$ cat config.mk
export PLATFORM = sky130hd
export DESIGN_NAME = http_chunked_body_decoder
export DESIGN_NICKNAME = d
export VERILOG_FILES = /design/src/sv/hcbd_pkg.sv /design/src/sv/hcbd_step.sv /design/src/sv/hcbd_out_buf.sv /design/src/sv/http_chunked_body_decoder.sv
export SDC_FILE = /design/constraint.sdc
export NUM_CORES = 1
export LEC_CHECK = 0
export BUFFER_PORTS_ARGS = -buffer_cell sky130_fd_sc_hd__buf_2
export CAP_MARGIN = 20
export CORE_MARGIN = 1.5
export CORE_UTILIZATION = 59
export CTS_BUF_LIST = sky130_fd_sc_hd__clkbuf_16
export DETAILED_ROUTE_END_ITERATION = 6
export GPL_TIMING_DRIVEN = 0
export PLACE_DENSITY_LB_ADDON = 0.1
export SLEW_MARGIN = 15
export SYNTH_ARGS = -nofsm -noshare
export SYNTH_HDL_FRONTEND = slang
export SYNTH_SLANG_ARGS = --single-unit
$ cat constraint.sdc
create_clock -name clk_i -period 2.7 [get_ports clk_i]
set_clock_uncertainty 0.15 [all_clocks]
set_input_delay 0.405 -clock clk_i [delete_from_list [all_inputs] [get_ports clk_i]]
set_output_delay 0.405 -clock clk_i [all_outputs]
set_load 0.02 [all_outputs]
$ cat src/sv/hcbd_pkg.sv
`timescale 1ns / 1ps

package hcbd_pkg;

  localparam int unsigned SizeDigitsMax = 4;

  localparam logic [7:0] ChCr = 8'h0d;
  localparam logic [7:0] ChLf = 8'h0a;

  localparam logic [15:0] SizeShiftLimit = 16'h0fff;

  typedef enum logic [2:0] {
    PH_SIZE     = 3'd0,
    PH_SIZE_LF  = 3'd1,
    PH_DATA     = 3'd2,
    PH_TRAIL_CR = 3'd3,
    PH_TRAIL_LF = 3'd4,
    PH_DONE     = 3'd5,
    PH_ERROR    = 3'd6
  } phase_e;

  typedef struct packed {
    phase_e      phase;
    logic [15:0] bytes_left;
    logic [2:0]  digit_count;
  } state_t;

  typedef struct packed {
    logic [7:0] out_byte;
    logic       byte_valid;
    logic       body_done;
    logic       syntax_error;
  } res_t;

endpackage

$ cat src/sv/hcbd_step.sv
`timescale 1ns / 1ps

module hcbd_step (
  input  hcbd_pkg::state_t cur_i,
  input  logic [7:0]       in_byte_i,
  output hcbd_pkg::state_t nxt_o,
  output hcbd_pkg::res_t   res_o
);

  logic       hex_ok;
  logic [3:0] hex_val;
  logic       digits_full;

  always_comb begin
    hex_ok  = 1'b1;
    hex_val = 4'd0;
    if (in_byte_i >= 8'h30 && in_byte_i <= 8'h39) begin
      hex_val = 4'(in_byte_i - 8'h30);
    end else if (in_byte_i >= 8'h61 && in_byte_i <= 8'h66) begin
      hex_val = 4'(in_byte_i - 8'h57);
    end else if (in_byte_i >= 8'h41 && in_byte_i <= 8'h46) begin
      hex_val = 4'(in_byte_i - 8'h37);
    end else begin
      hex_ok = 1'b0;
    end
  end

  assign digits_full = {1'b0, cur_i.digit_count} >= 4'(hcbd_pkg::SizeDigitsMax);

  always_comb begin
    nxt_o = cur_i;
    res_o.out_byte   = 8'd0;
    res_o.byte_valid = 1'b0;
    unique case (cur_i.phase)
      hcbd_pkg::PH_SIZE: begin
        if (hex_ok) begin
          if (digits_full || cur_i.bytes_left > hcbd_pkg::SizeShiftLimit) begin
            nxt_o.phase = hcbd_pkg::PH_ERROR;
          end else begin
            nxt_o.bytes_left  = {cur_i.bytes_left[11:0], hex_val};
            nxt_o.digit_count = cur_i.digit_count + 3'd1;
          end
        end else if (in_byte_i == hcbd_pkg::ChCr && cur_i.digit_count != 3'd0) begin
          nxt_o.phase = hcbd_pkg::PH_SIZE_LF;
        end else begin
          nxt_o.phase = hcbd_pkg::PH_ERROR;
        end
      end
      hcbd_pkg::PH_SIZE_LF: begin
        if (in_byte_i != hcbd_pkg::ChLf) begin
          nxt_o.phase = hcbd_pkg::PH_ERROR;
        end else if (cur_i.bytes_left == 16'd0) begin
          nxt_o.phase = hcbd_pkg::PH_TRAIL_CR;
        end else begin
          nxt_o.digit_count = 3'd0;
          nxt_o.phase       = hcbd_pkg::PH_DATA;
        end
      end
      hcbd_pkg::PH_DATA: begin
        res_o.out_byte   = in_byte_i;
        res_o.byte_valid = 1'b1;
        nxt_o.bytes_left = cur_i.bytes_left - 16'd1;
        if (cur_i.bytes_left == 16'd1) begin
          nxt_o.phase = hcbd_pkg::PH_TRAIL_CR;
        end
      end
      hcbd_pkg::PH_TRAIL_CR: begin
        nxt_o.phase = (in_byte_i == hcbd_pkg::ChCr) ? hcbd_pkg::PH_TRAIL_LF
                                                     : hcbd_pkg::PH_ERROR;
      end
      hcbd_pkg::PH_TRAIL_LF: begin
        if (in_byte_i != hcbd_pkg::ChLf) begin
          nxt_o.phase = hcbd_pkg::PH_ERROR;
        end else if (cur_i.digit_count != 3'd0) begin
          nxt_o.phase = hcbd_pkg::PH_DONE;
        end else begin
          nxt_o.phase       = hcbd_pkg::PH_SIZE;
          nxt_o.bytes_left  = 16'd0;
          nxt_o.digit_count = 3'd0;
        end
      end
      hcbd_pkg::PH_DONE: begin
        nxt_o.phase = hcbd_pkg::PH_DONE;
      end
      default: begin
        nxt_o.phase = hcbd_pkg::PH_ERROR;
      end
    endcase
    res_o.body_done    = nxt_o.phase == hcbd_pkg::PH_DONE;
    res_o.syntax_error = nxt_o.phase == hcbd_pkg::PH_ERROR;
  end

endmodule

$ cat src/sv/hcbd_out_buf.sv
`timescale 1ns / 1ps

module hcbd_out_buf (
  input  logic           clk_i,
  input  logic           rst_ni,
  input  logic           push_i,
  input  hcbd_pkg::res_t push_data_i,
  output logic           full_o,
  output logic           out_valid_o,
  input  logic           out_stall_i,
  output hcbd_pkg::res_t out_data_o
);

  logic           out_valid_q, out_valid_d;
  logic           skid_valid_q, skid_valid_d;
  hcbd_pkg::res_t out_data_q, out_data_d;
  hcbd_pkg::res_t skid_data_q, skid_data_d;
  logic           pop;

  assign pop = out_valid_q && !out_stall_i;

  always_comb begin
    out_valid_d  = out_valid_q;
    skid_valid_d = skid_valid_q;
    out_data_d   = out_data_q;
    skid_data_d  = skid_data_q;
    if (skid_valid_q) begin
      if (pop) begin
        out_data_d   = skid_data_q;
        skid_valid_d = 1'b0;
      end
    end else if (push_i) begin
      if (!out_valid_q || pop) begin
        out_data_d  = push_data_i;
        out_valid_d = 1'b1;
      end else begin
        skid_data_d  = push_data_i;
        skid_valid_d = 1'b1;
      end
    end else if (pop) begin
      out_valid_d = 1'b0;
    end
  end

  always_ff @(posedge clk_i or negedge rst_ni) begin
    if (!rst_ni) begin
      out_valid_q  <= 1'b0;
      skid_valid_q <= 1'b0;
    end else begin
      out_valid_q  <= out_valid_d;
      skid_valid_q <= skid_valid_d;
    end
  end

  always_ff @(posedge clk_i) begin
    out_data_q  <= out_data_d;
    skid_data_q <= skid_data_d;
  end

  assign full_o      = skid_valid_q;
  assign out_valid_o = out_valid_q;
  assign out_data_o  = out_data_q;

endmodule

$ cat src/sv/http_chunked_body_decoder.sv
`timescale 1ns / 1ps

// HTTP chunked body decoder, one byte per item.
// Input channel: in_valid_i / in_stall_o with in_byte_i, one raw body byte per item.
// Output channel: out_valid_o / out_stall_i, one result item per input item:
//   out_byte_o and byte_valid_o carry a payload byte, body_done_o and
//   syntax_error_o give the framing status after that byte.
// A result is registered in the output buffer before it is offered on the output ports.
// Throughput: one byte per cycle while in_stall_o is low; the parse state is registered on each accepted byte.
// A two-entry output buffer (result register plus skid register) lets a byte
//   be accepted while a result waits; in_stall_o rises only when both are full.
// When the receiver stalls, the held result stays unchanged on the output ports.
// Reset: the parser returns to the size line with an empty size and digit count,
//   and both output entries are emptied.
// body_done_o and syntax_error_o are sticky until reset; later bytes are
//   consumed and answered with the same status.

module http_chunked_body_decoder (
  input  logic       clk_i,
  input  logic       rst_ni,
  input  logic       in_valid_i,
  output logic       in_stall_o,
  input  logic [7:0] in_byte_i,
  output logic       out_valid_o,
  input  logic       out_stall_i,
  output logic [7:0] out_byte_o,
  output logic       byte_valid_o,
  output logic       body_done_o,
  output logic       syntax_error_o
);

  hcbd_pkg::state_t state_q, state_d;
  hcbd_pkg::res_t   step_res;
  hcbd_pkg::res_t   out_res;
  logic             buf_full;
  logic             in_accept;

  assign in_stall_o = buf_full;
  assign in_accept  = in_valid_i && !buf_full;

  hcbd_step u_step (
    .cur_i     (state_q),
    .in_byte_i (in_byte_i),
    .nxt_o     (state_d),
    .res_o     (step_res)
  );

  always_ff @(posedge clk_i or negedge rst_ni) begin
    if (!rst_ni) begin
      state_q.phase       <= hcbd_pkg::PH_SIZE;
      state_q.bytes_left  <= 16'd0;
      state_q.digit_count <= 3'd0;
    end else if (in_accept) begin
      state_q <= state_d;
    end
  end

  hcbd_out_buf u_out_buf (
    .clk_i       (clk_i),
    .rst_ni      (rst_ni),
    .push_i      (in_accept),
    .push_data_i (step_res),
    .full_o      (buf_full),
    .out_valid_o (out_valid_o),
    .out_stall_i (out_stall_i),
    .out_data_o  (out_res)
  );

  assign out_byte_o     = out_res.out_byte;
  assign byte_valid_o   = out_res.byte_valid;
  assign body_done_o    = out_res.body_done;
  assign syntax_error_o = out_res.syntax_error;

`ifndef SYNTHESIS
  a_error_sticky: assert property (@(posedge clk_i) disable iff (!rst_ni)
    state_q.phase == hcbd_pkg::PH_ERROR |=> state_q.phase == hcbd_pkg::PH_ERROR)
    else $error("error phase left before reset");

  a_done_sticky: assert property (@(posedge clk_i) disable iff (!rst_ni)
    state_q.phase == hcbd_pkg::PH_DONE |=> state_q.phase == hcbd_pkg::PH_DONE)
    else $error("done phase left before reset");

  a_stall_needs_result: assert property (@(posedge clk_i) disable iff (!rst_ni)
    in_stall_o |-> out_valid_o)
    else $error("input stalled with no result pending");

  a_payload_status: assert property (@(posedge clk_i) disable iff (!rst_ni)
    out_valid_o && byte_valid_o |-> !body_done_o && !syntax_error_o)
    else $error("payload byte flagged as done or error");
`endif

endmodule
# Word level (Yosys, flattened, before mapping)
# Index checks and enable logic that the tools add are counted.
[totals] mem_bits_rw=0 mem_count=0 latchBits=0 elab_cells=106 regBits=46 output_inout_bits=13 romBits=0
[op_classes] reduce_logical=24 div=0 muxes=36 mul=0 order_cmp=8 n_bitwise=2 n_addsub=5 eq_ne=18 n_shift=0
[op_table] operator="two-way mux 19 bit" n=4
[op_table] operator="case mux 16 bit (3 select lines)" n=1
[op_table] operator="two-way mux 11 bit" n=4
[op_table] operator="two-way mux 3 bit" n=9
[op_table] operator="case mux 3 bit (6 select lines)" n=1
[op_table] operator="equality test 16 x 1 -> 1 bit, second input constant" n=1
[op_table] operator=">= comparator 8 x 7 -> 1 bit, second input constant" n=2
[op_table] operator="greater-than comparator 16 x 12 -> 1 bit, second input constant" n=1
[op_table] operator="<= comparator 8 x 7 -> 1 bit, second input constant" n=2
[op_table] operator="logical NOT 16 bit" n=1
[op_table] operator="subtractor 16 x 1 -> 16 bit, second input constant" n=1
[op_table] operator="equality test 3 bit, second input constant" n=4
[op_table] operator="two-way mux 4 bit" n=3
[op_table] operator="!= test 2 bit, second input constant" n=6
[op_table] operator="two-way mux 1 bit" n=11
[op_table] operator="two-way mux 9 bit" n=1
[op_table] operator="case mux 3 bit (3 select lines)" n=1
[op_table] operator="AND reduction 3 bit" n=3
[op_table] operator="nonzero test 3 bit" n=3
[op_table] operator="equality test 8 x 4 -> 1 bit, second input constant" n=1
[op_table] operator=">= comparator 8 x 6 -> 1 bit, second input constant" n=1
[op_table] operator="<= comparator 8 x 6 -> 1 bit, second input constant" n=1
[op_table] operator="!= test 8 x 4 -> 1 bit, second input constant" n=1
[op_table] operator="AND reduction 8 bit" n=1
[op_table] operator="other kinds (15)" n=29

# Depth between registers and ports, before layout
[logic_depth] ltp_word=11 ltp_mapped=9 depth_no_buf=8

# By module
# A second synthesis with hierarchy kept.
[unflattened] cells_unflattened=288 area_unflattened_um2=3159.3
[modules_own_cells] mod="hcbd_step" area_each_um2=1285.0 seq_area_each_um2=0.0 cells_per_inst=193 n_inst=1
[modules_own_cells] mod="hcbd_out_buf" area_each_um2=939.7 seq_area_each_um2=710.7 cells_per_inst=47 n_inst=1
[modules_own_cells] mod="http_chunked_body_decoder" area_each_um2=934.6 seq_area_each_um2=550.5 cells_per_inst=48 n_inst=1

# Worst setup path after synthesis
# OpenSTA, ideal clock, no wires.
[synth_path] path_type="register to register" start="register u_out_buf.skid_valid_q, in the netlist u_out_buf.full_o" end="register u_out_buf.out_data_q (netlist bit u_out_buf.out_data_o[0]), enable pin" t_required_ns=2.167 arrival_ns=1.759 setup_ns=0.383 n_path_buf=2 stages_incl_launch_ff=5 path_slack_ns=0.408 period_less_slack_ns=2.292 path_cell_list="dfrtp_1 -> clkbuf_1 -> clkbuf_1 -> a21oi_1 -> a21oi_1"
[synth_between] elab_chain_len=4
[synth_lines] element="start: declaration" line_no="hcbd_out_buf.sv:15" source="logic skid_valid_q, skid_valid_d;"
[synth_lines] element="start signal: assignment" line_no="hcbd_out_buf.sv:51" source="skid_valid_q <= skid_valid_d;"
[synth_lines] element="logical NOT 1 bit" line_no="http_chunked_body_decoder.sv:39" source="assign in_accept = in_valid_i && !buf_full;"
[synth_lines] element="logical AND 1 bit" line_no="http_chunked_body_decoder.sv:39"
[synth_lines] element="nonzero test 2 bit (no line)"
[synth_lines] element="AND reduction 3 bit (no line) (*)"
[synth_lines] element="end signal: assignment" line_no="hcbd_out_buf.sv:56" source="out_data_q <= out_data_d;"
[synth_lines] element="end: declaration" line_no="hcbd_out_buf.sv:16" source="hcbd_pkg::res_t out_data_q, out_data_d;"
# Mark *: on every way between the ends. The rest lies on a longest branch, timed or not.
# A chain may end at the register's enable or synchronous reset.

# Worst setup path in the final report
[layout_path] start="register state_q[16] (netlist bit)" end="register state_q[8] (netlist bit)"
[layout_between] elab_chain_len=4
[layout_lines] element="start: declaration" line_no="http_chunked_body_decoder.sv:32" source="hcbd_pkg::state_t state_q, state_d;"
[layout_lines] element="start signal: assignment" line_no="http_chunked_body_decoder.sv:54" source="state_q <= state_d;"
[layout_lines] element="greater-than comparator 16 x 12 -> 1 bit" line_no="hcbd_step.sv:37" source="if (digits_full || cur_i.bytes_left > hcbd_pkg::SizeShiftLimit) begin"
[layout_lines] element="logical OR 1 bit" line_no="hcbd_step.sv:37"
[layout_lines] element="!= test 2 bit (no line)"
[layout_lines] element="AND reduction 6 bit (no line)"
# No other way between the ends.

==> run_results.csv <==
group,metric,value,unit
outcome,status,"completed",
clock_tree,cts_tree,"built",
pwr,ir_drop,571,uV
placed_design,dp_hpwl,4320,microns
drt,via_count,2227,
clock_tree,clockBufferDepth,2,
synthesis,syn-num-nets,292,
synthesis,ys_warn_count,0,
clock_tree,worstSkewPairLatency,0.29,ns
timing,fin_tns_setup,0,ns
drt,drcViolationCount,0,
global_route,track_usage,25.5,%
clock_tree,cts_root_buf,"clkbuf_16",
die,fp.coreArea,4380,sq um
cells_and_area,diodes,0,
clock_tree,post_cts_buffers,0,
global_route,grt-ovfl-total,0,
global_route,antenna_found_initial,0,
drt,wl_per_cell,16.8,microns
min_path,hp-class,"input pin to flop",
worst_setup_path,slowest_delay,0.49,ns
clock_tree,cts_buffers,5,
placed_design,placed_cell_area,2890,sq um
synthesis,synth-edff-count,22,
global_route,grt_max_degree,25,
clock_tree,clk_pin_slew,0.06,ns
job,cap_viol_max_count,0,
synthesis,synth-seq-area-share,46.7,%
drt,wl,5970,microns
placed_design,place_congestion,0.890,
cells_and_area,layout.nets,324,
global_route,grt_pass1_vias,2026,
timing,final.min_clock_period,2.52,ns
cells_and_area,multi_input_area,1340,sq um
die,dieArea,5000,sq um
worst_setup_path,path_buf_inv,1,
timing,max_slew.worst_pin.slew,0.747,ns
synthesis,avgSynthCellArea,9.97,sq um
placed_design,io_buffers,24,
cells_and_area,area_delta_synth_final,13.5,%
worst_setup_path,cp_slowest_cell,"a211oi_4",
clock_tree,ctsHtreeMaxLevel,2,
cells_and_area,postLayoutCoreUtil,70.0,%
synthesis,syn_area,2700,sq um
die,io_pins,25,
worst_setup_path,end_kind,"flop",
timing,rsz0062_at_grt,"no",
clock_tree,cts_sinks,46,
timing,min_period_over_period,93.2,%
die,die_h,70.7,microns
drt,drtIter0Drc,246,
synthesis,post_synth_inst_count,271,
die,fp-row-count,24,
global_route,grt_pass1_wl,9920,microns
cells_and_area,final_area,3070,sq um
worst_setup_path,cp_max_fo,10,
drt,ant_nets,0,
cells_and_area,drive_above_1_share,17.1,%
pwr,power_per_cell_area,1060,nW/um^2
cells_and_area,seq_area,1260,sq um
worst_setup_path,crit_type,"flop to flop",
die,start_util,61.6,%
timing,hold_violations,0,
synthesis,ys_seq_elements,46,
synthesis,yosys.cell_types.count,53,
timing,maxSlewViolCount,0,
worst_setup_path,critPathRequiredTime,2.72,ns
synthesis,yosys_most_used_dff,"dfrtp_1",
drt,dr.pass1.iters,5,
worst_setup_path,critPathLaunchType,"flop",
worst_setup_path,critPathArrivalTime,2.53,ns
cells_and_area,nFillCells,326,
pwr,leakage,1.22,nW
worst_setup_path,path_delay_family,"simple AND/OR/NAND/NOR gates",
die,die_w,70.7,microns
drt,drt-vias-per-instance,6.26,
timing,slew_headroom,49.7,%
timing,setup_violations,0,
cells_and_area,final_cells,356,
timing,max_freq,0.397,GHz
worst_setup_path,path_cells,"or3_1, nor3_1, o21ai_2, a211oi_4, buf_6, nand2_1, o2bb2ai_1",
synthesis,synth-async-reset-ratio,52.2,%
placed_design,dp.cells,347,
## worst min-delay path: cells and delay by family
family,cells,cell delay (ns)
AO/OA/AOI/OAI,1,0.06
buffers and inverters,2,0.17
## logic make-up (layout without fill, tap and decap cells)
kind of cell / Yosys count / count (layout) / synth area share (%)
AOI/OAI and AO/OA: 91 / 91 / 22.1
and+or+nand+nor: 84 / 84 / 17.2
DFF: 46 / 46 / 46.7
buffers and inverters: 26 / 59 / 3.98
muxes: 12 / 12 / 4.86
adders and majority gates: 9 / 9 / 4.17
xor gates and xnor gates: 3 / 3 / 0.972
## synth_stat cells (9+ instances only)
| master | n | area (sq um) |
|---|---|---|
| nand2_1 | 23 | 86.3 |
| clkbuf_1 | 11 | 41.3 |
| mux2_2 | 9 | 101 |
| nor2_1 | 15 | 56.3 |
| a21oi_1 | 20 | 100 |
| inv_1 | 11 | 41.3 |
| o21ai_0 | 24 | 120 |
| dfrtp_1 | 24 | 601 |
| ha_1 | 9 | 113 |
| edfxtp_1 | 22 | 661 |
## cells in the final DEF (no fill, tap or decap), types with 3 or more instances in the layout
cell       count
nor2b_1        5
nand3_1        3
edfxtp_1      22
and3_1         7
nand2_1       23
buf_2         26
nor4_1         7
clkbuf_16      5
mux2i_1        3
o31ai_1        4
a22oi_1        3
ha_1           9
clkbuf_1      11
a21oi_1       19
o21ai_0       24
o2bb2ai_1      4
o21ai_1        7
or4_1          3
mux2_2         9
nor3_1         7
a22o_1         3
o22ai_1        6
nor2_1        15
inv_1         12
dfrtp_1       24
## path summary, 6_finish.rpt
path                                         startpoint  slack [ns]                          to  depth (start not counted)
worst max-delay path            state_q[16]$_DFFE_PN0P_        0.18      state_q[8]$_DFFE_PN0P_                          7
worst min-delay path                        out_stall_i        0.23  u_out_buf.full_o$_DFF_PN0_                          3
worst max register to register  state_q[16]$_DFFE_PN0P_        0.18      state_q[8]$_DFFE_PN0P_                          7
worst min register to register  state_q[17]$_DFFE_PN0P_        0.36     state_q[17]$_DFFE_PN0P_                          2
max in group asynchronous                        rst_ni        1.53     state_q[13]$_DFFE_PN0P_                          2
min in group asynchronous                        rst_ni        0.49      state_q[3]$_DFFE_PN0P_                          2
## power by group
| group | switching [W] | leakage (nW) | total (W) | internal (W) |
|---|---|---|---|---|
| Combinational | 0.000850 | 0.628 | 0.00136 | 0.000511 |
| Clock | 0.000264 | 0.0812 | 0.000697 | 0.000433 |
| Sequential | 0.000195 | 0.511 | 0.00121 | 0.00101 |
## registers in the layout, indices dropped and copies added (netlist names)
name and count:
u_out_buf.skid_data_q 11, state_q 22, u_out_buf.out_data_o 11, u_out_buf.out_valid_o 1
u_out_buf.full_o 1
## what timing repair did
action | CTS | global route
gates resized for setup | 1 | 0
setup endpoints to repair | 11 | 0
hold buffers | 1 | 0
endpoints found under the hold margin | 24 | 0
## through the flow
step | hold slack, ns | power [W] | setup slack (ns)
2_1_floorplan | -0.0406 | 0.00218 | 0.408
3_3_place_gp | 0.267 | 0.00252 | 0.0136
3_5_place_dp | 0.278 | 0.00256 | -0.0661
4_1_cts | 0.225 | 0.00326 | 0.225
5_1_grt | 0.249 | 0.00348 | 0.0152
6_report | 0.233 | 0.00326 | 0.184
## metal layers
layer	share of wire [%]	global-route usage [%]	up-vias
met2	43	37.0	73
met5	0	0	-
li1	-	-	1087
met1	50	39.4	1056
met4	1.4	6.92	0
met3	5.2	5.13	11
## final cells by class
class	count	area share, %
plain buffers	14	2.04
well taps	52	2.12
flip-flops and latches	46	41.1
inverters	12	1.47
clock buffers	5	4.08
multi-input cells	199	43.6
clock inverters	3	1.35
repair buffers	25	4.24
(Power assumes the default switching activity.)
